--- config.mk ---
export PLATFORM = sky130hd
export DESIGN_NAME = length_framed_crc16_receiver
export DESIGN_NICKNAME = d
export VERILOG_FILES = /design/src/sv/lfcrc_pkg.sv /design/src/sv/length_framed_crc16_receiver.sv
export SDC_FILE = /design/constraint.sdc
export NUM_CORES = 1
export LEC_CHECK = 0
export ABC_AREA = 1
export BUFFER_PORTS_ARGS = -buffer_cell sky130_fd_sc_hd__buf_4
export CORE_ASPECT_RATIO = 0.5
export CORE_MARGIN = 2
export CORE_UTILIZATION = 43
export CTS_CLUSTER_SIZE = 10
export DETAILED_ROUTE_END_ITERATION = 8
export GPL_TIMING_DRIVEN = 1
export PLACE_DENSITY = 0.71
export SKIP_CTS_REPAIR_TIMING = 1
export SLEW_MARGIN = 20
export SYNTH_ARGS = -nofsm -noshare
export SYNTH_HDL_FRONTEND = slang
export SYNTH_SLANG_ARGS = --single-unit
--- constraint.sdc ---
create_clock -name clk -period 4.3 [get_ports clk]
set_input_delay 0.43 -clock clk [delete_from_list [all_inputs] [get_ports clk]]
set_output_delay 0.43 -clock clk [all_outputs]
set_load 0.02 [all_outputs]
--- src/sv/lfcrc_pkg.sv ---
package lfcrc_pkg;

  localparam int unsigned HEADER_BYTES = 6;

  localparam int unsigned POS_W   = 17;
  localparam int unsigned LEN_W   = 16;
  localparam int unsigned CRC_W   = 16;
  localparam int unsigned IDLE_W  = 32;

  // header bytes carrying the big-endian body length
  localparam logic [POS_W-1:0] LEN_HI_POS = 17'd4;
  localparam logic [POS_W-1:0] LEN_LO_POS = 17'd5;

  localparam logic [CRC_W-1:0]  CRC_INIT      = 16'hFFFF;
  localparam logic [CRC_W-1:0]  CRC_POLY      = 16'hA001;
  localparam logic [IDLE_W-1:0] TIMEOUT_RESET = 32'd1000000;

  localparam logic OP_BYTE = 1'b0;
  localparam logic OP_TICK = 1'b1;

  localparam logic [1:0] ST_BUSY    = 2'd0;
  localparam logic [1:0] ST_OK      = 2'd1;
  localparam logic [1:0] ST_CRCERR  = 2'd2;
  localparam logic [1:0] ST_TIMEOUT = 2'd3;

  // Modbus CRC-16, reflected, one byte per call
  function automatic logic [CRC_W-1:0] crc_byte(input logic [CRC_W-1:0] crc_in,
                                                input logic [7:0]       b);
    logic [CRC_W-1:0] c;
    c = crc_in ^ {8'h00, b};
    for (int i = 0; i < 8; i++) begin
      if (c[0]) begin
        c = (c >> 1) ^ CRC_POLY;
      end else begin
        c = c >> 1;
      end
    end
    return c;
  endfunction

endpackage

--- src/sv/length_framed_crc16_receiver.sv ---
// Length-framed receiver with Modbus CRC-16 check. Each accepted word is either a
// received byte (op 0) or one time tick (op 1). A frame is six header bytes, a body
// whose length is header bytes 4 and 5 (big-endian), then two check bytes, CRC low
// byte first. Every byte is echoed with its position, frame_end and status on the
// last byte give ok or crc mismatch; ticks mid-frame count idle time and abort the
// frame with a timeout result once the count reaches idle_timeout_ticks. The block
// takes one word per cycle; its result appears in the output register on the next
// cycle. Input is stalled only while that register holds a result that is itself
// stalled. The timeout register is written through cfg_write_en/cfg_data.
module length_framed_crc16_receiver
  import lfcrc_pkg::*;
(
  input  logic              clk,
  input  logic              rst,

  input  logic              cfg_write_en,
  input  logic [IDLE_W-1:0] cfg_data,

  input  logic              in_valid,
  output logic              in_stall,
  input  logic              op,
  input  logic [7:0]        data_byte,

  output logic              out_valid,
  input  logic              out_stall,
  output logic [7:0]        byte_out,
  output logic [POS_W-1:0]  byte_index,
  output logic              frame_end,
  output logic [1:0]        status,
  output logic [CRC_W-1:0]  computed_crc
);

  logic [IDLE_W-1:0] idle_timeout_ticks;
  logic [POS_W-1:0]  position;
  logic [LEN_W-1:0]  body_length;
  logic [CRC_W-1:0]  crc_register;
  logic [7:0]        first_check_byte;
  logic [IDLE_W-1:0] idle_count;

  logic [POS_W-1:0]  position_next;
  logic [LEN_W-1:0]  body_length_next;
  logic [CRC_W-1:0]  crc_register_next;
  logic [7:0]        first_check_byte_next;
  logic [IDLE_W-1:0] idle_count_next;

  logic              res_valid;
  logic [7:0]        res_byte;
  logic              res_end;
  logic [1:0]        res_status;
  logic [CRC_W-1:0]  res_crc;

  logic              accept;
  logic [POS_W-1:0]  total;
  logic [CRC_W-1:0]  crc_upd;
  logic [IDLE_W-1:0] idle_inc;
  logic              clear;

  assign in_stall = out_valid && out_stall;
  assign accept   = in_valid && !in_stall;
  assign total    = POS_W'(HEADER_BYTES) + {1'b0, body_length};
  assign crc_upd  = crc_byte(crc_register, data_byte);
  assign idle_inc = (idle_count == '1) ? idle_count : idle_count + 1'b1;

  always_comb begin
    position_next         = position;
    body_length_next      = body_length;
    crc_register_next     = crc_register;
    first_check_byte_next = first_check_byte;
    idle_count_next       = idle_count;
    res_valid             = 1'b0;
    res_byte              = data_byte;
    res_end               = 1'b0;
    res_status            = ST_BUSY;
    res_crc               = crc_register;
    clear                 = 1'b0;

    if (op == OP_TICK) begin
      res_byte = 8'h00;
      if (position != '0) begin
        idle_count_next = idle_inc;
        if (idle_inc >= idle_timeout_ticks) begin
          res_valid  = 1'b1;
          res_end    = 1'b1;
          res_status = ST_TIMEOUT;
          clear      = 1'b1;
        end
      end
    end else begin
      res_valid       = 1'b1;
      idle_count_next = '0;
      position_next   = position + 1'b1;
      if (position < POS_W'(HEADER_BYTES)) begin
        if (position == LEN_HI_POS) begin
          body_length_next = {data_byte, body_length[7:0]};
        end else if (position == LEN_LO_POS) begin
          body_length_next = {body_length[15:8], data_byte};
        end
        crc_register_next = crc_upd;
        res_crc           = crc_upd;
      end else if (position < total) begin
        crc_register_next = crc_upd;
        res_crc           = crc_upd;
      end else if (position == total) begin
        first_check_byte_next = data_byte;
      end else begin
        res_end = 1'b1;
        clear   = 1'b1;
        if (first_check_byte == crc_register[7:0] && data_byte == crc_register[15:8]) begin
          res_status = ST_OK;
        end else begin
          res_status = ST_CRCERR;
        end
      end
    end

    if (clear) begin
      position_next         = '0;
      body_length_next      = '0;
      crc_register_next     = CRC_INIT;
      first_check_byte_next = '0;
      idle_count_next       = '0;
    end
  end

  always_ff @(posedge clk) begin
    if (rst) begin
      idle_timeout_ticks <= TIMEOUT_RESET;
      position           <= '0;
      body_length        <= '0;
      crc_register       <= CRC_INIT;
      first_check_byte   <= '0;
      idle_count         <= '0;
      out_valid          <= 1'b0;
    end else begin
      if (cfg_write_en) begin
        idle_timeout_ticks <= cfg_data;
      end
      if (accept) begin
        position         <= position_next;
        body_length      <= body_length_next;
        crc_register     <= crc_register_next;
        first_check_byte <= first_check_byte_next;
        idle_count       <= idle_count_next;
      end
      // result register: load on a word with a result, else drain when taken
      if (accept && res_valid) begin
        out_valid <= 1'b1;
      end else if (!out_stall) begin
        out_valid <= 1'b0;
      end
    end
  end

  always_ff @(posedge clk) begin
    if (accept && res_valid) begin
      byte_out     <= res_byte;
      byte_index   <= position;
      frame_end    <= res_end;
      status       <= res_status;
      computed_crc <= res_crc;
    end
  end

endmodule
==> run_summary.xml <==
<?xml version="1.0" encoding="UTF-8"?>
<metrics>
  <group name="routing">
    <metric name="wl" unit="um">24600</metric>
    <metric name="detail_route.drc_violations" unit="">0</metric>
    <metric name="drt_pass1_iterations" unit="">5</metric>
    <metric name="detail-route-antenna-nets" unit="">0</metric>
    <metric name="drt-initial-drc-count" unit="">755</metric>
    <metric name="avgViaCountPerCell" unit="">5.25</metric>
    <metric name="route.vias.total" unit="">8581</metric>
    <metric name="detail_route.wl_per_cell" unit="um">15.0</metric>
  </group>
  <group name="worst_setup_path">
    <metric name="timing.critical_path.to_type" unit="">flop</metric>
    <metric name="setup.worst_path.class" unit="">reg -&gt; reg</metric>
    <metric name="r2r_end" unit="">first_check_byte[7]$_SDFFE_PP0P_</metric>
    <metric name="timing.critical_path.arrival" unit="ns">4.31</metric>
    <metric name="r2r_setup_slack" unit="ns">0.35</metric>
    <metric name="biggest_fanout_along_the_worst_timing_path" unit="">10</metric>
    <metric name="ff2ff_path_depth" unit="">29</metric>
    <metric name="critical-path-max-stage-delay" unit="ns">0.38</metric>
    <metric name="worst_ep_required_time" unit="ns">4.66</metric>
    <metric name="cp_slowest_cell" unit="">sky130_fd_sc_hd__dfxtp_2</metric>
    <metric name="startpoint_type" unit="">flop</metric>
    <metric name="crit_path_frequent_cell" unit="">sky130_fd_sc_hd__nand2_1</metric>
    <metric name="r2r_start" unit="">idle_count[0]$_SDFFE_PP0P_</metric>
  </group>
  <group name="global_route">
    <metric name="grt-ovfl-total" unit="">0</metric>
    <metric name="first_global_vias" unit="">8032</metric>
    <metric name="largest_net_degree_at_the_start_of_global_routing" unit="">71</metric>
    <metric name="grt_pass1_wl" unit="um">39900</metric>
    <metric name="track_usage" unit="">0.219</metric>
    <metric name="grt_antenna_before_repair" unit="">0</metric>
  </group>
  <group name="cells_and_area">
    <metric name="final_design_area_no_fill" unit="um2">11200</metric>
    <metric name="drive_gt1_frac" unit="">0.137</metric>
    <metric name="area_growth" unit="%">20.3</metric>
    <metric name="antenna_cells_inserted" unit="">0</metric>
    <metric name="fill_cells" unit="">1951</metric>
    <metric name="finish.net_count" unit="">1430</metric>
  </group>
  <group name="yosys">
    <metric name="synth_cells" unit="">1235</metric>
    <metric name="postSynthRegisterBits" unit="">166</metric>
    <metric name="seq_area_frac_synth" unit="">0.405</metric>
    <metric name="synthesis.yosys.warnings" unit="">0</metric>
    <metric name="synthesis.area_per_instance" unit="um2">7.52</metric>
    <metric name="syn_nets" unit="">1335</metric>
    <metric name="netlist_area_pre_place" unit="um2">9290</metric>
    <metric name="synth.lib_cells_used.distinct" unit="">39</metric>
  </group>
  <group name="floorplanning">
    <metric name="placementRows" unit="">37</metric>
    <metric name="coreArea" unit="um2">20900</metric>
    <metric name="die_y" unit="um">108</metric>
    <metric name="pin_count" unit="">92</metric>
    <metric name="die_width" unit="um">212</metric>
    <metric name="floorplan.initialDensity" unit="">0.445</metric>
    <metric name="design.die.area" unit="um2">22900</metric>
  </group>
  <group name="clock_network">
    <metric name="cts-root-buf" unit="">sky130_fd_sc_hd__clkbuf_16</metric>
    <metric name="cts_tree" unit="">done</metric>
    <metric name="h-tree-depth" unit="">4</metric>
    <metric name="clock-sinks" unit="">166</metric>
    <metric name="clockBufferDepth" unit="">2</metric>
    <metric name="clk-insertion-delay-late" unit="ns">0.44</metric>
    <metric name="clkSlewWorstSetupHoldPaths" unit="ns">0.07</metric>
    <metric name="tritoncts.num_buffers" unit="">17</metric>
  </group>
  <group name="worst_hold_path">
    <metric name="hold-path-endpoint" unit="">idle_timeout_ticks[0]$_SDFFE_PP0P_</metric>
    <metric name="hold_depth" unit="">3</metric>
    <metric name="timing.hold.worst.class" unit="">in -&gt; reg</metric>
    <metric name="worstHoldStart" unit="">cfg_data[0]</metric>
  </group>
  <group name="sta">
    <metric name="setup_total_negative_slack" unit="ns">0</metric>
    <metric name="slew_viol_final" unit="">0</metric>
    <metric name="layout_worst_path_cycle_share" unit="">0.920</metric>
    <metric name="clock_tree_skew_after_final_layout" unit="ns">0.0129</metric>
    <metric name="tightest_slew" unit="ns">0.823</metric>
    <metric name="slew-limit-headroom" unit="">0.451</metric>
    <metric name="finalHoldViolCount" unit="">0</metric>
    <metric name="period_needed" unit="ns">3.95</metric>
    <metric name="setup-violations-final" unit="">0</metric>
    <metric name="whs" unit="ns">0.224</metric>
    <metric name="fmaxAchievable" unit="MHz">253</metric>
  </group>
  <group name="placed_design">
    <metric name="placer_congestion_estimate" unit="">0.911</metric>
    <metric name="place.port_buffers" unit="">91</metric>
    <metric name="place_area" unit="um2">10300</metric>
    <metric name="dp.final_hpwl" unit="um">17500</metric>
  </group>
  <group name="outcome">
    <metric name="status" unit="">finished, final reports clean</metric>
  </group>
  <group name="pwr">
    <metric name="pwr_density_cell" unit="nW/um2">348</metric>
    <metric name="power.leakage" unit="uW">0.00481</metric>
    <metric name="worst_ir_drop_vdd" unit="uV">275</metric>
    <metric name="fin_total_pwr" unit="uW">3890</metric>
  </group>
  <group name="flow_run">
    <metric name="max-cap-violations" unit="">0</metric>
  </group>
</metrics>
==> metal layers <==
metal | up-vias | part of all wire | routed length (um) | track usage
met1 | 3946 | 0.46 | 11200 | 0.290
li1 | 4297 | - | - | -
met2 | 294 | 0.46 | 11200 | 0.363
met4 | 0 | 0.020 | 495 | 0.0765
met5 | - | 0 | 0 | 0
met3 | 44 | 0.068 | 1680 | 0.0385
==> cell usage in the layout, fill, tap and decap left out, drive strengths merged <==
| master | n |
|---|---|
| nand2 | 285 |
| inv | 136 |
| a21oi | 135 |
| dfxtp | 122 |
| buf | 117 |
| nor2 | 111 |
| o21ai | 76 |
| nand3 | 66 |
| ha | 54 |
| xor2 | 50 |
| edfxtp | 44 |
| nand4 | 33 |
| nor3 | 27 |
| xnor2 | 22 |
| clkbuf | 18 |
| nor4 | 10 |
| o21a | 5 |
| nand3b | 5 |
| bufinv | 5 |
| o211ai | 5 |
| clkinv | 4 |
| or2 | 3 |
| a21o | 2 |
| nor3b | 2 |
| and2 | 2 |
| nor4b | 1 |
| and3 | 1 |
| mux2i | 1 |
| clkinvlp | 1 |
==> cell families (layout without fill, tap and decap cells) <==
family | after synthesis | after routing | synth area share
multiplexers | 1 | 1 | 0.00108
adder cells (fa/ha/maj) | 54 | 54 | 0.0728
AND/OR/NAND/NOR | 545 | 546 | 0.254
AO/OA/AOI/OAI | 223 | 223 | 0.124
flip-flops | 166 | 166 | 0.405
buffers and inverters | 174 | 281 | 0.0749
XOR/XNOR | 72 | 72 | 0.0679
==> worst max-delay path by stage <==
stage	start	end	slack [ns]	cells past startpoint
after floorplan	idle_count[0]$_SDFFE_PP0P_	byte_index[0]$_DFFE_PP_	0.09	23
after global placement	body_length[1]$_SDFFE_PP0P_	body_length[0]$_SDFFE_PP0P_	0.27	23
after detailed placement	idle_count[0]$_SDFFE_PP0P_	first_check_byte[7]$_SDFFE_PP0P_	0.09	29
after CTS	idle_count[0]$_SDFFE_PP0P_	first_check_byte[2]$_SDFFE_PP0P_	-0.01	29
after global routing	idle_count[0]$_SDFFE_PP0P_	first_check_byte[7]$_SDFFE_PP0P_	-0.003	29
final	idle_count[0]$_SDFFE_PP0P_	first_check_byte[7]$_SDFFE_PP0P_	0.35	29
==> through the flow <==
| stage | worst slack, ns | util | cells |
|---|---|---|---|
| after floorplan | 0.0911 | - | 1235 |
| after global placement | 0.273 | 0.495 | 1597 |
| after detailed placement | 0.0894 | 0.495 | 1597 |
| after CTS | -0.0135 | 0.527 | 1629 |
| after global routing | -0.00290 | 0.535 | 1635 |
| final | 0.345 | 0.535 | 1635 |
==> worst max-delay path, delay by kind of cell, from the launching register on <==
family	cells	cell delay, ns
AND/OR/NAND/NOR	20	2.04
buffers and inverters	5	0.65
adder cells (fa/ha/maj)	2	0.50
flip-flops	1	0.38
XOR/XNOR	1	0.16
AO/OA/AOI/OAI	1	0.14
==> sequential cells by signal (all words and copies together), names as in the netlist <==
register            count
byte_out                8
position               17
body_length            16
computed_crc           16
first_check_byte        8
idle_count             32
frame_end               1
status                  2
idle_timeout_ticks     32
out_valid               1
byte_index             17
crc_register           16
==> Yosys cell counts <==
cell,n,share of area
sky130_fd_sc_hd__a21o_1,2,0.0016
sky130_fd_sc_hd__a21oi_1,135,0.073
sky130_fd_sc_hd__and2_1,2,0.0013
sky130_fd_sc_hd__and3_1,1,0.00067
sky130_fd_sc_hd__buf_1,1,0.00040
sky130_fd_sc_hd__buf_2,10,0.0054
sky130_fd_sc_hd__buf_4,4,0.0032
sky130_fd_sc_hd__buf_6,2,0.0024
sky130_fd_sc_hd__clkbuf_1,26,0.011
sky130_fd_sc_hd__clkinv_1,2,0.00081
sky130_fd_sc_hd__dfxtp_1,122,0.26
sky130_fd_sc_hd__edfxtp_1,44,0.14
sky130_fd_sc_hd__ha_1,54,0.073
sky130_fd_sc_hd__inv_1,125,0.051
sky130_fd_sc_hd__inv_2,4,0.0016
sky130_fd_sc_hd__mux2i_1,1,0.0011
sky130_fd_sc_hd__nand2_1,283,0.11
sky130_fd_sc_hd__nand2_2,1,0.00067
sky130_fd_sc_hd__nand2_4,1,0.0012
sky130_fd_sc_hd__nand3_1,63,0.034
sky130_fd_sc_hd__nand3_2,3,0.0032
sky130_fd_sc_hd__nand3b_1,5,0.0040
sky130_fd_sc_hd__nand4_1,31,0.021
sky130_fd_sc_hd__nand4_2,1,0.0013
sky130_fd_sc_hd__nor2_1,111,0.045
sky130_fd_sc_hd__nor3_1,27,0.015
sky130_fd_sc_hd__nor3b_1,2,0.0016
sky130_fd_sc_hd__nor4_1,9,0.0061
sky130_fd_sc_hd__nor4_4,1,0.0023
sky130_fd_sc_hd__nor4b_1,1,0.00094
sky130_fd_sc_hd__o211ai_1,4,0.0032
sky130_fd_sc_hd__o211ai_2,1,0.0013
sky130_fd_sc_hd__o21a_1,5,0.0040
sky130_fd_sc_hd__o21ai_0,75,0.040
sky130_fd_sc_hd__o21ai_1,1,0.00054
sky130_fd_sc_hd__or2_1,1,0.00067
sky130_fd_sc_hd__or2_2,2,0.0013
sky130_fd_sc_hd__xnor2_1,22,0.021
sky130_fd_sc_hd__xor2_1,50,0.047
==> layout make-up <==
cell class / count / area [um2] / share of cell area
Multi-Input combinational cell: 896 / 4930 / 0.441
Sequential cell: 166 / 3770 / 0.337
Timing Repair Buffer: 118 / 953 / 0.0853
Inverter: 131 / 498 / 0.0446
Clock buffer: 17 / 425 / 0.0381
Tap cell: 292 / 365 / 0.0327
Clock inverter: 15 / 238 / 0.0213
==> where the power goes <==
| part | total, uW | internal, uW | switching [uW] | leakage [uW] |
|---|---|---|---|---|
| combinational | 441 | 164 | 278 | 0.00307 |
| sequential | 1700 | 1670 | 33.7 | 0.00141 |
| clock | 1750 | 1050 | 697 | 0.000325 |
| total | 3890 | 2880 | 1010 | 0.00481 |
(Power assumes the default switching activity.)
